<file path="src/rtl/bcma_pkg.sv">
package bcma_pkg;

  localparam int NUM_CLASSES = 3;
  localparam int CNT_W       = 4;
  localparam int MASS_W      = 4;
  localparam int TOTAL_W     = 8;
  localparam int CFG_IDX_W   = 3;
  localparam int CFG_DATA_W  = 4;

  localparam logic [CNT_W-1:0] MAX_PER_CLASS = 4'd15;

  localparam logic [MASS_W-1:0] RESET_MASS [NUM_CLASSES] = '{4'd2, 4'd3, 4'd5};
  localparam logic [CNT_W-1:0]  RESET_STOCK [NUM_CLASSES] = '{4'd4, 4'd4, 4'd5};

  localparam logic [CFG_IDX_W-1:0] CFG_MASS0  = 3'd0;
  localparam logic [CFG_IDX_W-1:0] CFG_MASS1  = 3'd1;
  localparam logic [CFG_IDX_W-1:0] CFG_MASS2  = 3'd2;
  localparam logic [CFG_IDX_W-1:0] CFG_STOCK0 = 3'd3;
  localparam logic [CFG_IDX_W-1:0] CFG_STOCK1 = 3'd4;
  localparam logic [CFG_IDX_W-1:0] CFG_STOCK2 = 3'd5;

  typedef struct packed {
    logic               mode;
    logic [TOTAL_W-1:0] requested_total;
    logic [CNT_W-1:0]   returned0;
    logic [CNT_W-1:0]   returned1;
    logic [CNT_W-1:0]   returned2;
  } bcma_in_t;

  typedef struct packed {
    logic             granted;
    logic [CNT_W-1:0] grant0;
    logic [CNT_W-1:0] grant1;
    logic [CNT_W-1:0] grant2;
    logic [CNT_W-1:0] stock_after0;
    logic [CNT_W-1:0] stock_after1;
    logic [CNT_W-1:0] stock_after2;
  } bcma_out_t;

  typedef enum logic [1:0] {
    ST_IDLE,
    ST_SETUP,
    ST_SEARCH,
    ST_COMMIT
  } bcma_state_e;

  typedef struct packed {
    logic load;
    logic setup;
    logic step;
    logic commit;
  } bcma_cmd_t;

  typedef struct packed {
    logic mode_ret;
    logic hit;
    logic last;
  } bcma_sts_t;

endpackage

</file>
<file path="src/rtl/bcma_ctrl.sv">
module bcma_ctrl
  import bcma_pkg::*;
(
  input  logic      clk_i,
  input  logic      rst_ni,
  input  logic      in_valid_i,
  output logic      in_stall_o,
  input  logic      out_stall_i,
  output logic      out_valid_o,
  input  bcma_sts_t sts_i,
  output bcma_cmd_t cmd_o
);

  bcma_state_e state_q, state_d;
  logic        out_valid_q, out_valid_d;
  logic        out_free;

  assign out_free = !out_valid_q || !out_stall_i;

  always_comb begin
    state_d = state_q;
    unique case (state_q)
      ST_IDLE: begin
        if (in_valid_i) state_d = ST_SETUP;
      end
      ST_SETUP: begin
        state_d = sts_i.mode_ret ? ST_COMMIT : ST_SEARCH;
      end
      ST_SEARCH: begin
        if (sts_i.hit || sts_i.last) state_d = ST_COMMIT;
      end
      ST_COMMIT: begin
        if (out_free) state_d = ST_IDLE;
      end
      default: state_d = ST_IDLE;
    endcase
  end

  always_comb begin
    cmd_o      = '0;
    in_stall_o = 1'b1;
    unique case (state_q)
      ST_IDLE: begin
        in_stall_o = 1'b0;
        cmd_o.load = in_valid_i;
      end
      ST_SETUP:  cmd_o.setup = 1'b1;
      ST_SEARCH: cmd_o.step = 1'b1;
      ST_COMMIT: cmd_o.commit = out_free;
      default: begin
        in_stall_o = 1'b1;
      end
    endcase
  end

  assign out_valid_d = cmd_o.commit ? 1'b1 : (out_valid_q && out_stall_i);
  assign out_valid_o = out_valid_q;

  always_ff @(posedge clk_i or negedge rst_ni) begin
    if (!rst_ni) begin
      state_q     <= ST_IDLE;
      out_valid_q <= 1'b0;
    end else begin
      state_q     <= state_d;
      out_valid_q <= out_valid_d;
    end
  end

endmodule

</file>
<file path="src/rtl/bcma_dpath.sv">
module bcma_dpath
  import bcma_pkg::*;
(
  input  logic                  clk_i,
  input  logic                  rst_ni,
  input  logic                  cfg_we_i,
  input  logic [CFG_IDX_W-1:0]  cfg_idx_i,
  input  logic [CFG_DATA_W-1:0] cfg_wdata_i,
  input  bcma_in_t              in_data_i,
  input  bcma_cmd_t             cmd_i,
  output bcma_sts_t             sts_o,
  output bcma_out_t             out_data_o
);

  logic [MASS_W-1:0]  mass_q  [NUM_CLASSES];
  logic [CNT_W-1:0]   stock_q [NUM_CLASSES];
  logic [CNT_W-1:0]   stock_d [NUM_CLASSES];
  bcma_in_t           item_q;
  logic [CNT_W-1:0]   a_q, b_q, lim1_q, lim0_q;
  logic [TOTAL_W-1:0] u2_q, u1_q, u1_top_q;
  logic               ok_q;
  logic [CNT_W-1:0]   c2_q, c1_q, c0_q;
  bcma_out_t          out_q;

  logic [CNT_W-1:0]   lim2, lim1;
  logic [TOTAL_W+1:0] diff;
  logic               neg, zero_hit, mul_hit, hit, last;
  logic [TOTAL_W-1:0] rem;
  logic [CNT_W-1:0]   c0;
  logic [CNT_W-1:0]   ret [NUM_CLASSES];
  logic [CNT_W:0]     sum;

  assign lim2 = (mass_q[2] != '0) ? stock_q[2] : '0;
  assign lim1 = (mass_q[1] != '0) ? stock_q[1] : '0;

  // remaining mass for the current candidate, negative when it overshoots
  assign diff = {2'b00, item_q.requested_total} - {2'b00, u2_q} - {2'b00, u1_q};
  assign neg  = diff[TOTAL_W+1];
  assign rem  = diff[TOTAL_W-1:0];
  assign zero_hit = !neg && (rem == '0);

  // class 0 count: rem must equal one of the multiples within stock
  always_comb begin
    logic [TOTAL_W-1:0] mult;
    c0      = '0;
    mul_hit = 1'b0;
    for (int k = 1; k <= int'(MAX_PER_CLASS); k++) begin
      mult = TOTAL_W'(k) * {{(TOTAL_W-MASS_W){1'b0}}, mass_q[0]};
      if (!neg && !zero_hit && (CNT_W'(k) <= lim0_q) && (rem == mult)) begin
        c0      = c0 | CNT_W'(k);
        mul_hit = 1'b1;
      end
    end
  end

  assign hit  = zero_hit || mul_hit;
  assign last = (a_q == '0) && (b_q == '0);

  assign sts_o.mode_ret = item_q.mode;
  assign sts_o.hit      = hit;
  assign sts_o.last     = last;

  assign ret[0] = item_q.returned0;
  assign ret[1] = item_q.returned1;
  assign ret[2] = item_q.returned2;

  always_comb begin
    sum = '0;
    for (int i = 0; i < NUM_CLASSES; i++) begin
      sum = {1'b0, stock_q[i]} + {1'b0, ret[i]};
      if (item_q.mode) begin
        stock_d[i] = (sum > {1'b0, MAX_PER_CLASS}) ? MAX_PER_CLASS : sum[CNT_W-1:0];
      end else begin
        stock_d[i] = stock_q[i];
      end
    end
    if (!item_q.mode && ok_q) begin
      stock_d[0] = stock_q[0] - c0_q;
      stock_d[1] = stock_q[1] - c1_q;
      stock_d[2] = stock_q[2] - c2_q;
    end
  end

  always_ff @(posedge clk_i or negedge rst_ni) begin
    if (!rst_ni) begin
      for (int i = 0; i < NUM_CLASSES; i++) begin
        mass_q[i]  <= RESET_MASS[i];
        stock_q[i] <= RESET_STOCK[i];
      end
    end else if (cmd_i.commit) begin
      for (int i = 0; i < NUM_CLASSES; i++) stock_q[i] <= stock_d[i];
    end else if (cfg_we_i) begin
      unique case (cfg_idx_i)
        CFG_MASS0:  mass_q[0] <= cfg_wdata_i;
        CFG_MASS1:  mass_q[1] <= cfg_wdata_i;
        CFG_MASS2:  mass_q[2] <= cfg_wdata_i;
        CFG_STOCK0: stock_q[0] <= (cfg_wdata_i > MAX_PER_CLASS) ? MAX_PER_CLASS : cfg_wdata_i;
        CFG_STOCK1: stock_q[1] <= (cfg_wdata_i > MAX_PER_CLASS) ? MAX_PER_CLASS : cfg_wdata_i;
        CFG_STOCK2: stock_q[2] <= (cfg_wdata_i > MAX_PER_CLASS) ? MAX_PER_CLASS : cfg_wdata_i;
        default: ;
      endcase
    end
  end

  always_ff @(posedge clk_i) begin
    if (cmd_i.load) item_q <= in_data_i;
    if (cmd_i.setup) begin
      a_q      <= lim2;
      b_q      <= lim1;
      lim1_q   <= lim1;
      lim0_q   <= (mass_q[0] != '0) ? stock_q[0] : '0;
      u2_q     <= {{(TOTAL_W-CNT_W){1'b0}}, lim2} * {{(TOTAL_W-MASS_W){1'b0}}, mass_q[2]};
      u1_q     <= {{(TOTAL_W-CNT_W){1'b0}}, lim1} * {{(TOTAL_W-MASS_W){1'b0}}, mass_q[1]};
      u1_top_q <= {{(TOTAL_W-CNT_W){1'b0}}, lim1} * {{(TOTAL_W-MASS_W){1'b0}}, mass_q[1]};
      ok_q     <= 1'b1;
      c2_q     <= '0;
      c1_q     <= '0;
      c0_q     <= '0;
    end
    if (cmd_i.step) begin
      ok_q <= hit;
      c2_q <= hit ? a_q : '0;
      c1_q <= hit ? b_q : '0;
      c0_q <= hit ? c0 : '0;
      // walk class 1 down fastest, then class 2
      if (!hit && !last) begin
        if (b_q == '0) begin
          a_q  <= a_q - 1'b1;
          u2_q <= u2_q - {{(TOTAL_W-MASS_W){1'b0}}, mass_q[2]};
          b_q  <= lim1_q;
          u1_q <= u1_top_q;
        end else begin
          b_q  <= b_q - 1'b1;
          u1_q <= u1_q - {{(TOTAL_W-MASS_W){1'b0}}, mass_q[1]};
        end
      end
    end
    if (cmd_i.commit) begin
      out_q.granted      <= item_q.mode ? 1'b1 : ok_q;
      out_q.grant0       <= item_q.mode ? '0 : c0_q;
      out_q.grant1       <= item_q.mode ? '0 : c1_q;
      out_q.grant2       <= item_q.mode ? '0 : c2_q;
      out_q.stock_after0 <= stock_d[0];
      out_q.stock_after1 <= stock_d[1];
      out_q.stock_after2 <= stock_d[2];
    end
  end

  assign out_data_o = out_q;

endmodule

</file>
<file path="src/rtl/bounded_change_making_allocator_core.sv">
// a return item passes through the setup and commit states after acceptance, a
// request through setup, a search walking one (class 2, class 1) count pair
// per cycle, at most 16 x 16 pairs, and then commit; the result is registered.
// throughput: one item at a time, the next is taken the cycle after commit.
// reset: masses load 2, 3, 5 and stocks 4, 4, 5; no item or result is pending.
module bounded_change_making_allocator_core
  import bcma_pkg::*;
(
  input  logic                  clk_i,
  input  logic                  rst_ni,
  input  logic                  cfg_we_i,
  input  logic [CFG_IDX_W-1:0]  cfg_idx_i,
  input  logic [CFG_DATA_W-1:0] cfg_wdata_i,
  input  logic                  in_valid_i,
  output logic                  in_stall_o,
  input  bcma_in_t              in_data_i,
  output logic                  out_valid_o,
  input  logic                  out_stall_i,
  output bcma_out_t             out_data_o
);

  bcma_cmd_t cmd;
  bcma_sts_t sts;

  bcma_ctrl u_ctrl (
    .clk_i       (clk_i),
    .rst_ni      (rst_ni),
    .in_valid_i  (in_valid_i),
    .in_stall_o  (in_stall_o),
    .out_stall_i (out_stall_i),
    .out_valid_o (out_valid_o),
    .sts_i       (sts),
    .cmd_o       (cmd)
  );

  bcma_dpath u_dpath (
    .clk_i       (clk_i),
    .rst_ni      (rst_ni),
    .cfg_we_i    (cfg_we_i),
    .cfg_idx_i   (cfg_idx_i),
    .cfg_wdata_i (cfg_wdata_i),
    .in_data_i   (in_data_i),
    .cmd_i       (cmd),
    .sts_o       (sts),
    .out_data_o  (out_data_o)
  );

  a_busy_after_accept: assert property (@(posedge clk_i) disable iff (!rst_ni)
    (in_valid_i && !in_stall_o) |=> in_stall_o)
    else $error("block took no work after an accepted item");

  a_commit_busy: assert property (@(posedge clk_i) disable iff (!rst_ni)
    cmd.commit |-> in_stall_o)
    else $error("commit while idle");

  a_result_from_commit: assert property (@(posedge clk_i) disable iff (!rst_ni)
    $rose(out_valid_o) |-> $past(cmd.commit))
    else $error("result shown without commit");

  a_fail_no_grant: assert property (@(posedge clk_i) disable iff (!rst_ni)
    (out_valid_o && !out_data_o.granted) |->
      (out_data_o.grant0 == '0 && out_data_o.grant1 == '0 && out_data_o.grant2 == '0))
    else $error("failed request carries counts");

endmodule
</file>
<file path="config.mk">
export PLATFORM = sky130hd
export DESIGN_NAME = bounded_change_making_allocator_core
export DESIGN_NICKNAME = d
export VERILOG_FILES = /design/src/rtl/bcma_pkg.sv /design/src/rtl/bcma_ctrl.sv /design/src/rtl/bcma_dpath.sv /design/src/rtl/bounded_change_making_allocator_core.sv
export SDC_FILE = /design/constraint.sdc
export NUM_CORES = 1
export LEC_CHECK = 0
export BUFFER_PORTS_ARGS = -buffer_cell sky130_fd_sc_hd__buf_2
export CAP_MARGIN = 10
export CORE_AREA = 2 2 145 218
export CTS_CLUSTER_DIAMETER = 30
export DETAILED_ROUTE_END_ITERATION = 16
export DIE_AREA = 0 0 147 220
export PLACE_DENSITY = 0.56
export REMOVE_ABC_BUFFERS = 1
export SYNTH_ARGS = -nofsm -noshare
export SYNTH_HDL_FRONTEND = slang
export SYNTH_SLANG_ARGS = --single-unit
</file>
<file path="constraint.sdc">
create_clock -name clk_i -period 4.48 [get_ports clk_i]
set_input_delay 0.672 -clock clk_i [delete_from_list [all_inputs] [get_ports clk_i]]
set_output_delay 0.672 -clock clk_i [all_outputs]
set_load 0.01 [all_outputs]
</file>
-- After elaboration in Yosys (flattened, before gate mapping)
Cells that the tools add are included.
- add/sub/neg operators: 12
- $mul: 13
- $lt $le $gt $ge: 19
- equal/unequal tests: 26
- mux-type cells: 81
- bitwise operators: 1
- reductions and logical operators: 66
- operators by type and width (operator ; number):
    4-bit two-way mux ; 35
    8-bit two-way mux ; 8
    8-bit equality test ; 7
    1-bit logical AND ; 36
    12-bit two-way mux ; 3
    8-bit by 7-bit equality test with 1-bit output ; 4
    4-bit <= comparator (first input constant) ; 8
    4-bit by 4-bit multiplier with 8-bit output (first input constant) ; 4
    3-bit by 4-bit multiplier with 7-bit output (first input constant) ; 4
    1-bit two-way mux ; 25
    2-bit by 4-bit multiplier with 6-bit output (first input constant) ; 3
    8-bit by 6-bit equality test with 1-bit output ; 2
    3-bit by 4-bit <= comparator with 1-bit output (first input constant) ; 4
    4-bit by 4-bit multiplier with 8-bit output ; 2
    8-bit by 4-bit subtractor with 8-bit output ; 2
    4-bit by 4-bit adder with 5-bit output ; 3
    5-bit by 4-bit greater-than comparator with 1-bit output (second input constant) ; 3
    3-bit two-way mux ; 4
    3-bit AND reduction ; 4
    4-bit nonzero test ; 3
    4-bit subtractor ; 3
    2-bit two-way mux ; 5
    2-bit nonzero test ; 5
    10-bit by 8-bit subtractor with 10-bit output ; 1
    23 further kinds ; 40
- register bits: 126
- input port bits: 33
- word-level logic and storage cells: 249

-- Depth between registers and ports, before layout
Gate-level depths: netlist (run 1).
- word-level depth: 28
- mapped depth: 24
- mapped depth without buffers: 22

-- Hierarchy
From an unflattened synthesis (run 1), not the netlist that was laid out.
- cell total of the unflattened synthesis: 1028
- area, all modules: 10493.8 um^2
- by module, submodules not included (module ; times used ; cells an instance ; area each (um^2)):
    bcma_dpath ; 1 ; 1007 ; 10234.8
    bcma_ctrl ; 1 ; 21 ; 259.0

-- Worst setup path before layout (run 1)
No wires, ideal clock.
- path kind: register to register
- start point: reg u_dpath.u2_q[1]
- end point: reg u_ctrl.state_q[1]
- library setup time: 128 ps
- arrival: 4640 ps
- data required time: 4352 ps
- path slack: -288 ps
- stages on the path, launching flop included: 23
- path buffers: 0
- period minus slack after synthesis: 4768 ps
- path through: dfxtp_1 > inv_1 > ha_1 > nor2b_1 > o21ai_0 > nand2b_1 > a21oi_1 > nor2b_1 > o21ai_0 > nand2b_1 > a21oi_1 > xnor2_1 > ha_1 > a2111oi_0 > a21oi_1 > nand2_1 > xor3_1 > or4_4 > a41o_4 > nand4_4 > a31oi_4 > nor2b_1 > mux2_1
- cells in the longest elaborated chain, start to end: 27
- elaborated cells on any way between the ends: 71
- ends and longest elaborated chain (what ; RTL line ; text):
    start: declaration ; bcma_dpath.sv:20 ; logic [TOTAL_W-1:0] u2_q, u1_q, u1_top_q;
    start signal: assignment ; bcma_dpath.sv:112 ; u2_q <= {{(TOTAL_W-CNT_W){1'b0}}, lim2} * {{(TOTAL_W-MASS_W){1'b0}}, mass_q[2]};
    start signal: assignment ; bcma_dpath.sv:129 ; u2_q <= u2_q - {{(TOTAL_W-MASS_W){1'b0}}, mass_q[2]};
    8-bit by 8-bit subtractor with 9-bit output * ; bcma_dpath.sv:37 ; assign diff = {2'b00, item_q.requested_total} - {2'b00, u2_q} - {2'b00, u1_q};
    10-bit by 8-bit subtractor with 10-bit output * ; bcma_dpath.sv:37 ;
    8-bit zero test / 1-bit zero test (equally long branches) ; bcma_dpath.sv:40, bcma_dpath.sv:49 ;
    1-bit logical AND ; bcma_dpath.sv:40 ; assign zero_hit = !neg && (rem == '0);
    1-bit zero test ; bcma_dpath.sv:49 ; if (!neg && !zero_hit && (CNT_W'(k) <= lim0_q) && (rem == mult)) begin
    1-bit logical AND (3 in a row) ; bcma_dpath.sv:49 ;
    1-bit two-way mux (15 in a row) ; bcma_dpath.sv:49 ;
    1-bit logical OR * ; bcma_dpath.sv:56 ; assign hit = zero_hit || mul_hit;
    1-bit logical OR * ; bcma_ctrl.sv:30 ; if (sts_i.hit || sts_i.last) state_d = ST_COMMIT;
    2-bit by 1-bit != test with 1-bit output (no line) * ; - ;
    3-bit AND reduction (no line) * ; - ;
    end signal: assignment ; bcma_ctrl.sv:64 ; state_q <= state_d;
    end: declaration ; bcma_ctrl.sv:14 ; bcma_state_e state_q, state_d;
Every way passes the cells marked *; elsewhere a longest branch is shown, timed or not.
A chain may end at the register's enable or synchronous reset.

-- Worst setup path in the final report (run 1)
- start point: reg u_dpath.item_q[12] (netlist bit)
- end point: reg u_dpath.u2_q[5]
- cells in the longest elaborated chain, start to end: 28
- elaborated cells on any way between the ends: 72
- ends and longest elaborated chain (what ; RTL line ; text):
    start: declaration ; bcma_dpath.sv:18 ; bcma_in_t item_q;
    start signal: assignment ; bcma_dpath.sv:106 ; if (cmd_i.load) item_q <= in_data_i;
    8-bit by 8-bit subtractor with 9-bit output * ; bcma_dpath.sv:37 ;
    10-bit by 8-bit subtractor with 10-bit output * ; bcma_dpath.sv:37 ;
    8-bit zero test / 1-bit zero test (equally long branches) ; bcma_dpath.sv:40, bcma_dpath.sv:49 ;
    1-bit logical AND ; bcma_dpath.sv:40 ;
    1-bit zero test ; bcma_dpath.sv:49 ;
    1-bit logical AND (3 in a row) ; bcma_dpath.sv:49 ;
    1-bit two-way mux (15 in a row) ; bcma_dpath.sv:49 ;
    1-bit logical OR * ; bcma_dpath.sv:56 ;
    1-bit zero test * ; bcma_dpath.sv:126 ; if (!hit && !last) begin
    1-bit logical AND * ; bcma_dpath.sv:126 ;
    8-bit two-way mux * ; bcma_dpath.sv:126 ;
    8-bit two-way mux * ; bcma_dpath.sv:120 ; if (cmd_i.step) begin
Marks and branches as above.

==> results of run 1 <==
==> logic make-up after synthesis <==
| kind of cell | Yosys count |
|---|---|
| adders and majority gates | 143 |
| AOI/OAI and AO/OA | 219 |
| xor gates and xnor gates | 114 |
| muxes | 41 |
| and+or+nand+nor | 273 |
| buffers and inverters | 114 |
| DFF | 126 |
==> cell type report <==
cell class / instances / area share [%]
clock buffer: 18 / 3.32
clock inverter: 14 / 1.16
inverter: 84 / 2.44
multi-input combinational: 790 / 53.1
sequential: 126 / 26.5
tap: 405 / 3.92
timing repair buffer: 173 / 9.60
==> sequential cells by signal, summed over array words and instances, names as in the netlist, 8 cells and up <==
| signal | count |
|---|---|
| u_dpath.stock_q | 12 |
| u_dpath.u1_q | 8 |
| u_dpath.u2_q | 8 |
| u_dpath.out_data_o | 25 |
| u_dpath.mass_q | 12 |
| u_dpath.item_q | 20 |
| u_dpath.u1_top_q | 8 |
==> timing repair <==
action,CTS,global route
setup buffers,6,2
setup endpoints to repair,36,37
pin swaps,13,13
gates resized for setup,25,33
gates cloned,0,2
==> through the flow <==
stage	setup WS [ns]	instance area (um^2)	hold WS, ns	util, %
global placement	-0.204	12000	0.482	39.1
finish	-0.0686	12900	0.291	42.2
CTS	-0.0405	12700	0.308	41.5
floorplan	-0.704	10400	0.376	-
detailed placement	-0.307	12000	0.484	39.1
global route	-0.338	12900	0.329	42.2
==> layer usage <==
layer	wire length (um)	part of all wire, %	vias up	GRT usage, %
met5	0	0	-	0
met4	1410	4.9	0	9.62
met3	710	2.5	62	2.55
met2	15500	54	164	34.9
met1	11000	39	3911	19.2
li1	-	-	3963	-
==> worst max path at each step <==
stage,startpoint,end,slack [ns],depth (start not counted)
after floorplan,u_dpath.item_q[12],u_ctrl.state_q[1],-0.70,20
after global placement,u_dpath.item_q[12],u_dpath.b_q[0],-0.20,23
after detailed placement,u_dpath.item_q[12],u_dpath.u2_q[6],-0.31,23
after CTS,u_dpath.item_q[12],u_dpath.b_q[2],-0.04,23
after global routing,u_dpath.item_q[13],u_dpath.u2_q[5],-0.34,24
final,u_dpath.item_q[12],u_dpath.u2_q[5],-0.07,23
==> cell usage after synthesis, types with 3 or more instances <==
cell       instances  area share [%]
nand3b_1           3            0.21
ha_1             114              14
o2111ai_1          5            0.42
nand4_1            6            0.36
nand2b_1          12            0.71
mux2_2             6            0.64
nor3b_1            6            0.43
nand2_1           72             2.6
xnor2_1           64             5.3
a21oi_1           50             2.4
o32a_1             3            0.29
o21ai_1           11            0.52
a211o_1            3            0.25
o21ai_0           61             2.9
nor4_1             3            0.18
fa_1              29             5.5
a21o_1            17             1.2
nand3_1            9            0.43
nor2_1            62             2.2
and3_1             8            0.48
and2_1            27             1.6
dfxtp_1           24             4.6
o22ai_1            9            0.54
a211oi_1           9            0.64
dfstp_2            9             2.2
o211ai_1           3            0.21
edfxtp_1          75              21
nor2b_1           24             1.4
xor2_1            23             1.9
nor3_1            21             1.0
xnor3_1           22             4.7
inv_1             84             3.0
clkbuf_1          21            0.75
buf_2              4            0.19
dfrtp_1           18             4.3
o21a_1            10            0.71
mux2i_1           34             3.2
a31oi_1            7            0.42
o21bai_1           4            0.29
==> critical path: cells and delay by family, from the launching register on <==
family	cells	cell delay, ns
compound gates	6	1.11
mux	1	0.20
fa+ha+maj	3	0.68
buf+inv	4	0.55
flops	1	0.36
simple gates	7	1.13
xor+xnor	2	0.36
==> cells in the final DEF, fill, tap and decap left out, types with 23 or more instances in the layout <==
master    Yosys  routed
buf_4         2     103
nand2_1      72      66
a21oi_1      50      47
dfxtp_1      24      23
fa_1         29      28
nor2_1       62      61
inv_1        84      83
buf_2         4      59
edfxtp_1     75      75
mux2i_1      34      33
o21ai_0      61      60
and2_1       27      26
ha_1        114     110
xnor2_1      64      64
==> results_dict.tcl, run 1 <==
set metrics [dict create \
    grt_setup_unrepaired "yes" \
    multi_input_area_um2 6860 \
    yosysSeqAreaShare_pct 32.5 \
    critical_path_class "reg2reg" \
    place_inst 1569 \
    drt-initial-drc-count 403 \
    synthesis.area_um2 10500 \
    synth_top_family_by_area "adder cells" \
    cp_data_arrival_time_ns 4.85 \
    regArea_um2 3420 \
    cp_max_fo 8 \
    drtAntennaViolNets 0 \
    synth.area.mux_share_pct 3.98 \
    drive_gt1_share_pct 23.4 \
    post_drt_wl_per_cell_um 17.8 \
    path_clk_slew_ns 0.06 \
    setup_viol 5 \
    grt_pass1_vias 8347 \
    status "finished with violations" \
    synth_compound_area_share_pct 13.8 \
    cts_buffers 17 \
    vias_per_cell 5.03 \
    grt_pass1_wl_mm 44.8 \
    relSlewSlack_pct 34.8 \
    slowest_stage "edfxtp_1" \
    antenna_found_initial 0 \
    drc 0 \
    synth-seq-cells 126 \
    synth_cell_type_count 82 \
    clkLatencyLatePin_ns 0.44 \
    async_flop_share_pct 21.4 \
    cp-end-kind "register" \
    slew_viol_final 0 \
    clock_path_buffers 2 \
    die_x_um 147 \
    violations "negative setup slack" \
    syn_avg_cell_area_um2 10.2 \
    r2r-start "u_dpath.item_q[12]" \
    min_period_ns 4.55 \
    ctsRootBufferMaster "clkbuf_16" \
    start_util_pct 34.3 \
    row_count 79 \
    synth_fa_ha_area_share_pct 19.1 \
    finish.net_count 1368 \
    fin_skew_ns 0.0103 \
    critical-path-max-stage-delay_ns 0.36 \
    crit_chain "inv_1 -> ha_2 -> fa_2 -> nor2b_2 -> o31a_1 -> o21a_1 -> nor2_2 -> xnor2_1 -> ha_1 -> buf_6 -> nor3b_1 -> a311o_1 -> a211oi_2 -> buf_4 -> xnor3_1 -> o2111ai_2 -> a211oi_2 -> nor3_2 -> nand4_4 -> nor2_4 -> buf_12 -> mux2i_1 -> nand3_1" \
    grt_usage_pct 18.2 \
    r2r_cells 23 \
    cts.sinks 126 \
    path_common_cell "a211oi_2" \
    r2r_slack_ns -0.07 \
    first_pass_iters 5 \
    dp_hpwl_mm 22.7 \
    htreeDepth 4 \
    io_buffers 59 \
    syn-instance-count 1030 \
    fin_crit_sh_pct 102 \
    final.fill_count 2966 \
    tns_ns -0.224 \
    finalNonFillerCells 1610 \
    r2r_end "u_dpath.u2_q[5]" \
    cts_tree "yes" \
    fmax_mhz 220 \
    place_congestion 0.917 \
    worst_ep_required_time_ns 4.78 \
    vias 8100 \
    final-hold-violation-count 0 \
    die-height_um 220 \
    synth-main-ff-cell "edfxtp_1" \
    ios 60 \
    setup_slack_ns -0.0686 \
    hold_class "in2async" \
    synth-edff-count 75 \
    core_area_um2 30600 \
    totalWireLength_mm 28.6 \
    antennaDiodeCount 0 \
    synth_xor_area_share_pct 13.0 \
    worst_pin_slew_ns 0.978 \
    holdBufCountCts 0 \
    cap_violations 0 \
    yosys_warnings 0 \
    synth-simple-area-share_pct 13.3 \
    worst_setup_path_start_kind "register" \
    syn2layout_area_growth_pct 22.8 \
    grt_max_degree 51 \
    overflow 0 \
    die_area_um2 32300 \
]
Power of run 1 is left out: the tool's default activity adds up to more than one toggle a clock period on the data nets, which glitch-free logic cannot reach.
==> run 2: changes to the inputs <==
Settings changed: BUFFER_PORTS_ARGS -buffer_cell sky130_fd_sc_hd__buf_2 to -buffer_cell sky130_fd_sc_hd__clkbuf_2.
==> run 2 against run 1 <==
Net effect:
- the run still ends with negative setup slack left
- cell count is 0.87% higher
- setup slack got worse by 0.038 ns
- register-to-register slack got worse by 0.04 ns
- utilization rose by 1.4 points
- via count up 1.3%
- sequential share of layout area is 0.84 points lower
- critical path depth grew 1
- wire length up 1.1%
- non-clock buffer count grew 14
- clock skew rose by 0.0011 ns
- die area unchanged
- critical path type unchanged
- critical endpoint is now u_dpath.u2_q[4]
- highest routed layer unchanged
==> results_dict.tcl, run 2 (synthesis gave the netlist of run 1 again) <==
set metrics [dict create \
    slew_viol_final 0 \
    critical_path_class "reg2reg" \
    core_area_um2 30600 \
    ios 60 \
    grt_max_degree 51 \
    clkLatencyLatePin_ns 0.43 \
    critical_path.top_delay_family "compound AO/OA/AOI/OAI gates" \
    drt-initial-drc-count 321 \
    cts_tree "yes" \
    ctsRootBufferMaster "clkbuf_16" \
    final-hold-violation-count 0 \
    critical-path-max-stage-delay_ns 0.39 \
    slowest_stage "edfxtp_1" \
    drtAntennaViolNets 0 \
    clock_path_buffers 2 \
    min_period_ns 4.59 \
    grt_usage_pct 18.3 \
    place_inst 1565 \
    setup_slack_ns -0.107 \
    worst_pin_slew_ns 0.979 \
    layout.cells.most_common_list "buf_4 (109), ha_1 (108), inv_1 (83), edfxtp_1 (75), nand2_1 (67)" \
    relSlewSlack_pct 34.3 \
    antennaDiodeCount 0 \
    grt_setup_unrepaired "yes" \
    crit_chain "ha_1 -> nor2b_4 -> o21ai_2 -> nand2b_1 -> a21oi_2 -> nor2b_1 -> buf_4 -> nor2_4 -> xnor2_2 -> ha_2 -> buf_6 -> nor2b_4 -> a311o_1 -> a211oi_2 -> buf_6 -> buf_6 -> xnor2_4 -> a31o_4 -> o31ai_4 -> nand4_4 -> nor2_4 -> buf_12 -> mux2i_2 -> a211oi_2" \
    dp_hpwl_mm 22.6 \
    cp_max_fo 8 \
    fmax_mhz 218 \
    final_common_cell "buf_4" \
    hold_class "in2async" \
    io_buffers 59 \
    vias 8209 \
    die_x_um 147 \
    cts.sinks 126 \
    cap_violations 0 \
    row_count 79 \
    path_clk_slew_ns 0.06 \
    post_drt_wl_per_cell_um 17.8 \
    largest_reg_flops 25 \
    start_util_pct 34.3 \
    finish.net_count 1382 \
    fin_crit_sh_pct 102 \
    vias_per_cell 5.05 \
    path_common_cell "buf_6" \
    fin_skew_ns 0.0114 \
    worst_setup_path_start_kind "register" \
    die-height_um 220 \
    grt_pass1_wl_mm 45.5 \
    setup_viol 8 \
    htreeDepth 4 \
    worst_ep_required_time_ns 4.79 \
    syn2layout_area_growth_pct 26.8 \
    cp_data_arrival_time_ns 4.89 \
    holdBufCountCts 0 \
    finalNonFillerCells 1624 \
    cp-end-kind "register" \
    totalWireLength_mm 28.9 \
    path_buf_inv 5 \
    drive_gt1_share_pct 26.3 \
    first_pass_iters 6 \
    grt_pass1_vias 8485 \
    drc 0 \
    cts_buffers 17 \
    die_area_um2 32300 \
    antenna_found_initial 0 \
    violations "negative setup slack" \
    place_congestion 0.923 \
    overflow 0 \
    status "finished with violations" \
]
run 2: metal layers:
metal / share of wire [%] / track usage, % / up-vias / routed length [um]
met5: 0 / 0 / - / 0
met4: 6.6 / 11.9 / 0 / 1900
met3: 2.4 / 2.44 / 71 / 705
met2: 52 / 33.7 / 164 / 15100
met1: 39 / 19.5 / 3977 / 11200
li1: - / - / 3997 / -
run 2: through the flow:
step                util [%]  setup TNS (ns)  area, um^2  setup WS (ns)  hold slack [ns]
floorplan                  -          -12.98       10400         -0.704            0.376
global placement        39.1           -2.76       12000         -0.152            0.479
detailed placement      39.1           -4.93       12000         -0.234            0.494
CTS                     42.4          -0.150       13000        -0.0485            0.347
global route            43.5           -8.00       13300         -0.344            0.370
finish                  43.5          -0.569       13300         -0.107            0.338
run 2: timing repair:
| action | CTS | global route |
|---|---|---|
| cloned | 1 | 1 |
| pin swaps | 19 | 29 |
| setup endpoints to repair | 36 | 39 |
| setup buffers | 18 | 8 |
| resized for setup | 38 | 60 |
run 2: worst register-to-register path: stages, from the launching register on:
cell,delay [ns]
edfxtp_1,0.39
ha_1,0.31
nor2b_4,0.13
o21ai_2,0.12
nand2b_1,0.10
a21oi_2,0.15
nor2b_1,0.06
buf_4,0.14
nor2_4,0.11
xnor2_2,0.08
ha_2,0.19
buf_6,0.12
nor2b_4,0.11
a311o_1,0.32
a211oi_2,0.23
buf_6,0.19
buf_6,0.14
xnor2_4,0.08
a31o_4,0.28
o31ai_4,0.30
nand4_4,0.18
nor2_4,0.25
buf_12,0.17
mux2i_2,0.22
a211oi_2,0.09
run 2: area by class of cell:
cell class                 count  area, um^2
clock buffer                  18         439
clock inverter                14         215
fill                        2929       17300
inverter                      84         315
multi-input combinational    790        7060
sequential                   126        3420
tap                          405         507
timing repair buffer         187        1380
run 2: path summary, 6_finish.rpt:
path	startpoint	endpoint	slack, ns	depth (start not counted)
worst min-delay path	rst_ni	u_dpath.mass_q[3]	0.34	1
min in group clk_i	in_data_i[15]	u_dpath.item_q[15]	0.41	1
worst min register to register	u_dpath.a_q[0]	u_dpath.a_q[0]	0.50	1
worst max register to register	u_dpath.item_q[13]	u_dpath.u2_q[4]	-0.11	24
max in group asynchronous	rst_ni	u_dpath.stock_q[5]	3.61	1
worst max-delay path	u_dpath.item_q[13]	u_dpath.u2_q[4]	-0.11	24
Power of run 2 is left out for the same reason.
==> run 3: changes to the inputs <==
Settings changed: PLACE_DENSITY 0.56 to 0.54.
Clock period 4.48 ns to 4.6 ns, I/O delays scaled along.
==> run 3 against run 2 <==
Net effect:
- the flow still finishes with violations (negative setup slack)
- first-iteration DRC count up 9.0%
- count of clock-buffer cells in the layout up 7
- die area unchanged
- critical endpoint unchanged
==> results_dict.tcl, run 3 (synthesis gave the netlist of run 1 again) <==
set metrics [dict create \
    status "finished with violations" \
    violations "negative setup slack" \
    overflow 0 \
    antennaDiodeCount 0 \
    critical_path_class "reg2reg" \
    cts_tree "yes" \
    largest_reg_flops 25 \
    r2r_slack_ns -0.06 \
    die_x_um 147 \
    cts.sinks 126 \
    placed_area_um2 11900 \
    place_congestion 0.905 \
    place_inst 1556 \
    ios 60 \
    cp_max_fo 7 \
    path_clk_slew_ns 0.06 \
    clock_path_buffers 2 \
    holdBufCountCts 0 \
    first_pass_iters 5 \
    die_area_um2 32300 \
    grt_pass1_wl_mm 45.0 \
    vias_per_cell 5.05 \
    final.fill_count 2996 \
    start_util_pct 34.3 \
    dp_hpwl_mm 22.4 \
    clkLatencyLatePin_ns 0.43 \
    worst_setup_path_start_kind "register" \
    finalNonFillerCells 1601 \
    drive_gt1_share_pct 23.4 \
    io_buffers 59 \
    htreeDepth 4 \
    hold_class "in2async" \
    final_area_um2 13000 \
    drtAntennaViolNets 0 \
    worst_ep_required_time_ns 4.91 \
    r2r_cells 24 \
    relSlewSlack_pct 28.3 \
    grt_setup_unrepaired "yes" \
    final_common_cell "ha_1" \
    totalWireLength_mm 28.8 \
    slew_viol_final 0 \
    cp-end-kind "register" \
    grt_usage_pct 18.0 \
    fin_skew_ns 0.0123 \
    pre_cts_ws_ns -0.201 \
    final-hold-violation-count 0 \
    drc 0 \
    worst_pin_slew_ns 1.07 \
    setup_slack_ns -0.0625 \
    grt_pass1_vias 8404 \
    core_area_um2 30600 \
    cap_violations 0 \
    finish.net_count 1359 \
    cp_data_arrival_time_ns 4.97 \
    grt_max_degree 51 \
    r2r_end "u_dpath.u2_q[4]" \
    layout.cells.most_common_list "ha_1 (110), buf_4 (89), inv_1 (84), edfxtp_1 (75), nand2_1 (66)" \
    fin_crit_sh_pct 101 \
    drt-initial-drc-count 350 \
    post_drt_wl_per_cell_um 18.0 \
    cts_buffers 17 \
    setup_viol 10 \
    vias 8086 \
    r2r-start "u_dpath.item_q[12]" \
    min_period_ns 4.66 \
    syn2layout_area_growth_pct 23.9 \
    die-height_um 220 \
    fmax_mhz 214 \
    ctsRootBufferMaster "clkbuf_16" \
    antenna_found_initial 0 \
    row_count 79 \
    utilization_pct 42.6 \
]
[run 3: cell count changes in the layout (fill, tap and decap cells not counted), sizes merged]
| cell | delta |
|---|---|
| buf | -25 |
| bufinv | -2 |
| clkbuf | +9 |
| clkinv | -3 |
| clkinvlp | -1 |
| inv | -1 |
[run 3: what timing repair did]
item	4_1_cts	5_1_grt
setup buffers	1	8
hold endpoints to repair	0	0
resized for setup	16	57
gates cloned	0	4
setup endpoints to repair	36	36
pin swaps	4	22
[run 3: critical path: stages (launching register included)]
cell and delay, ns:
edfxtp_1 0.37, inv_1 0.07, ha_2 0.19, fa_2 0.22, nor2b_2 0.05, o31a_1 0.25
o21a_1 0.17, nor2_1 0.11, xnor2_1 0.14, ha_1 0.27, buf_6 0.13, nor3b_1 0.13
a311o_1 0.32, a211oi_2 0.14, buf_4 0.18, buf_6 0.10, xor2_1 0.17, nor4_2 0.08
a31o_2 0.26, o31ai_4 0.28, nand4_4 0.19, nor2_4 0.25, buf_12 0.17, mux2i_2 0.22
a211oi_2 0.09
[run 3: per-layer routing]
metal  global-route usage, %  up-vias  wire, um
li1                        -     3952         -
met1                    19.5     3918     11300
met2                    34.8      162     15600
met3                    1.93       54       730
met4                    8.21        0      1180
met5                       0        -         0
[run 3: metrics by stage]
stage          setup TNS (ns)  hold slack [ns]
2_1_floorplan           -8.82            0.394
6_report               -0.365            0.362
3_3_place_gp            -1.75            0.477
3_5_place_dp            -2.87            0.487
4_1_cts               -0.0426            0.363
5_1_grt                 -6.68            0.409
[run 3: final cells by class]
type                    instances  area (um^2)  area share, %
multi-input cells             790         6940           53.2
flip-flops and latches        126         3420           26.2
repair buffers                164         1260           9.65
well taps                     405          507           3.89
clock buffers                  25          485           3.72
inverters                      84          315           2.42
clock inverters                 7          113          0.864
[run 3: how the worst max path moves through the flow]
stage	to	start	slack [ns]	depth (start not counted)
floorplan	u_ctrl.state_q[1]	u_dpath.item_q[12]	-0.58	20
global placement	u_dpath.b_q[2]	u_dpath.u2_q[1]	-0.16	25
detailed placement	u_dpath.b_q[2]	u_dpath.item_q[12]	-0.20	23
CTS	u_dpath.b_q[2]	u_dpath.item_q[12]	-0.02	23
global route	u_dpath.u2_q[4]	u_dpath.item_q[13]	-0.30	24
finish	u_dpath.u2_q[4]	u_dpath.item_q[12]	-0.06	24
Power of run 3 is left out for the same reason.
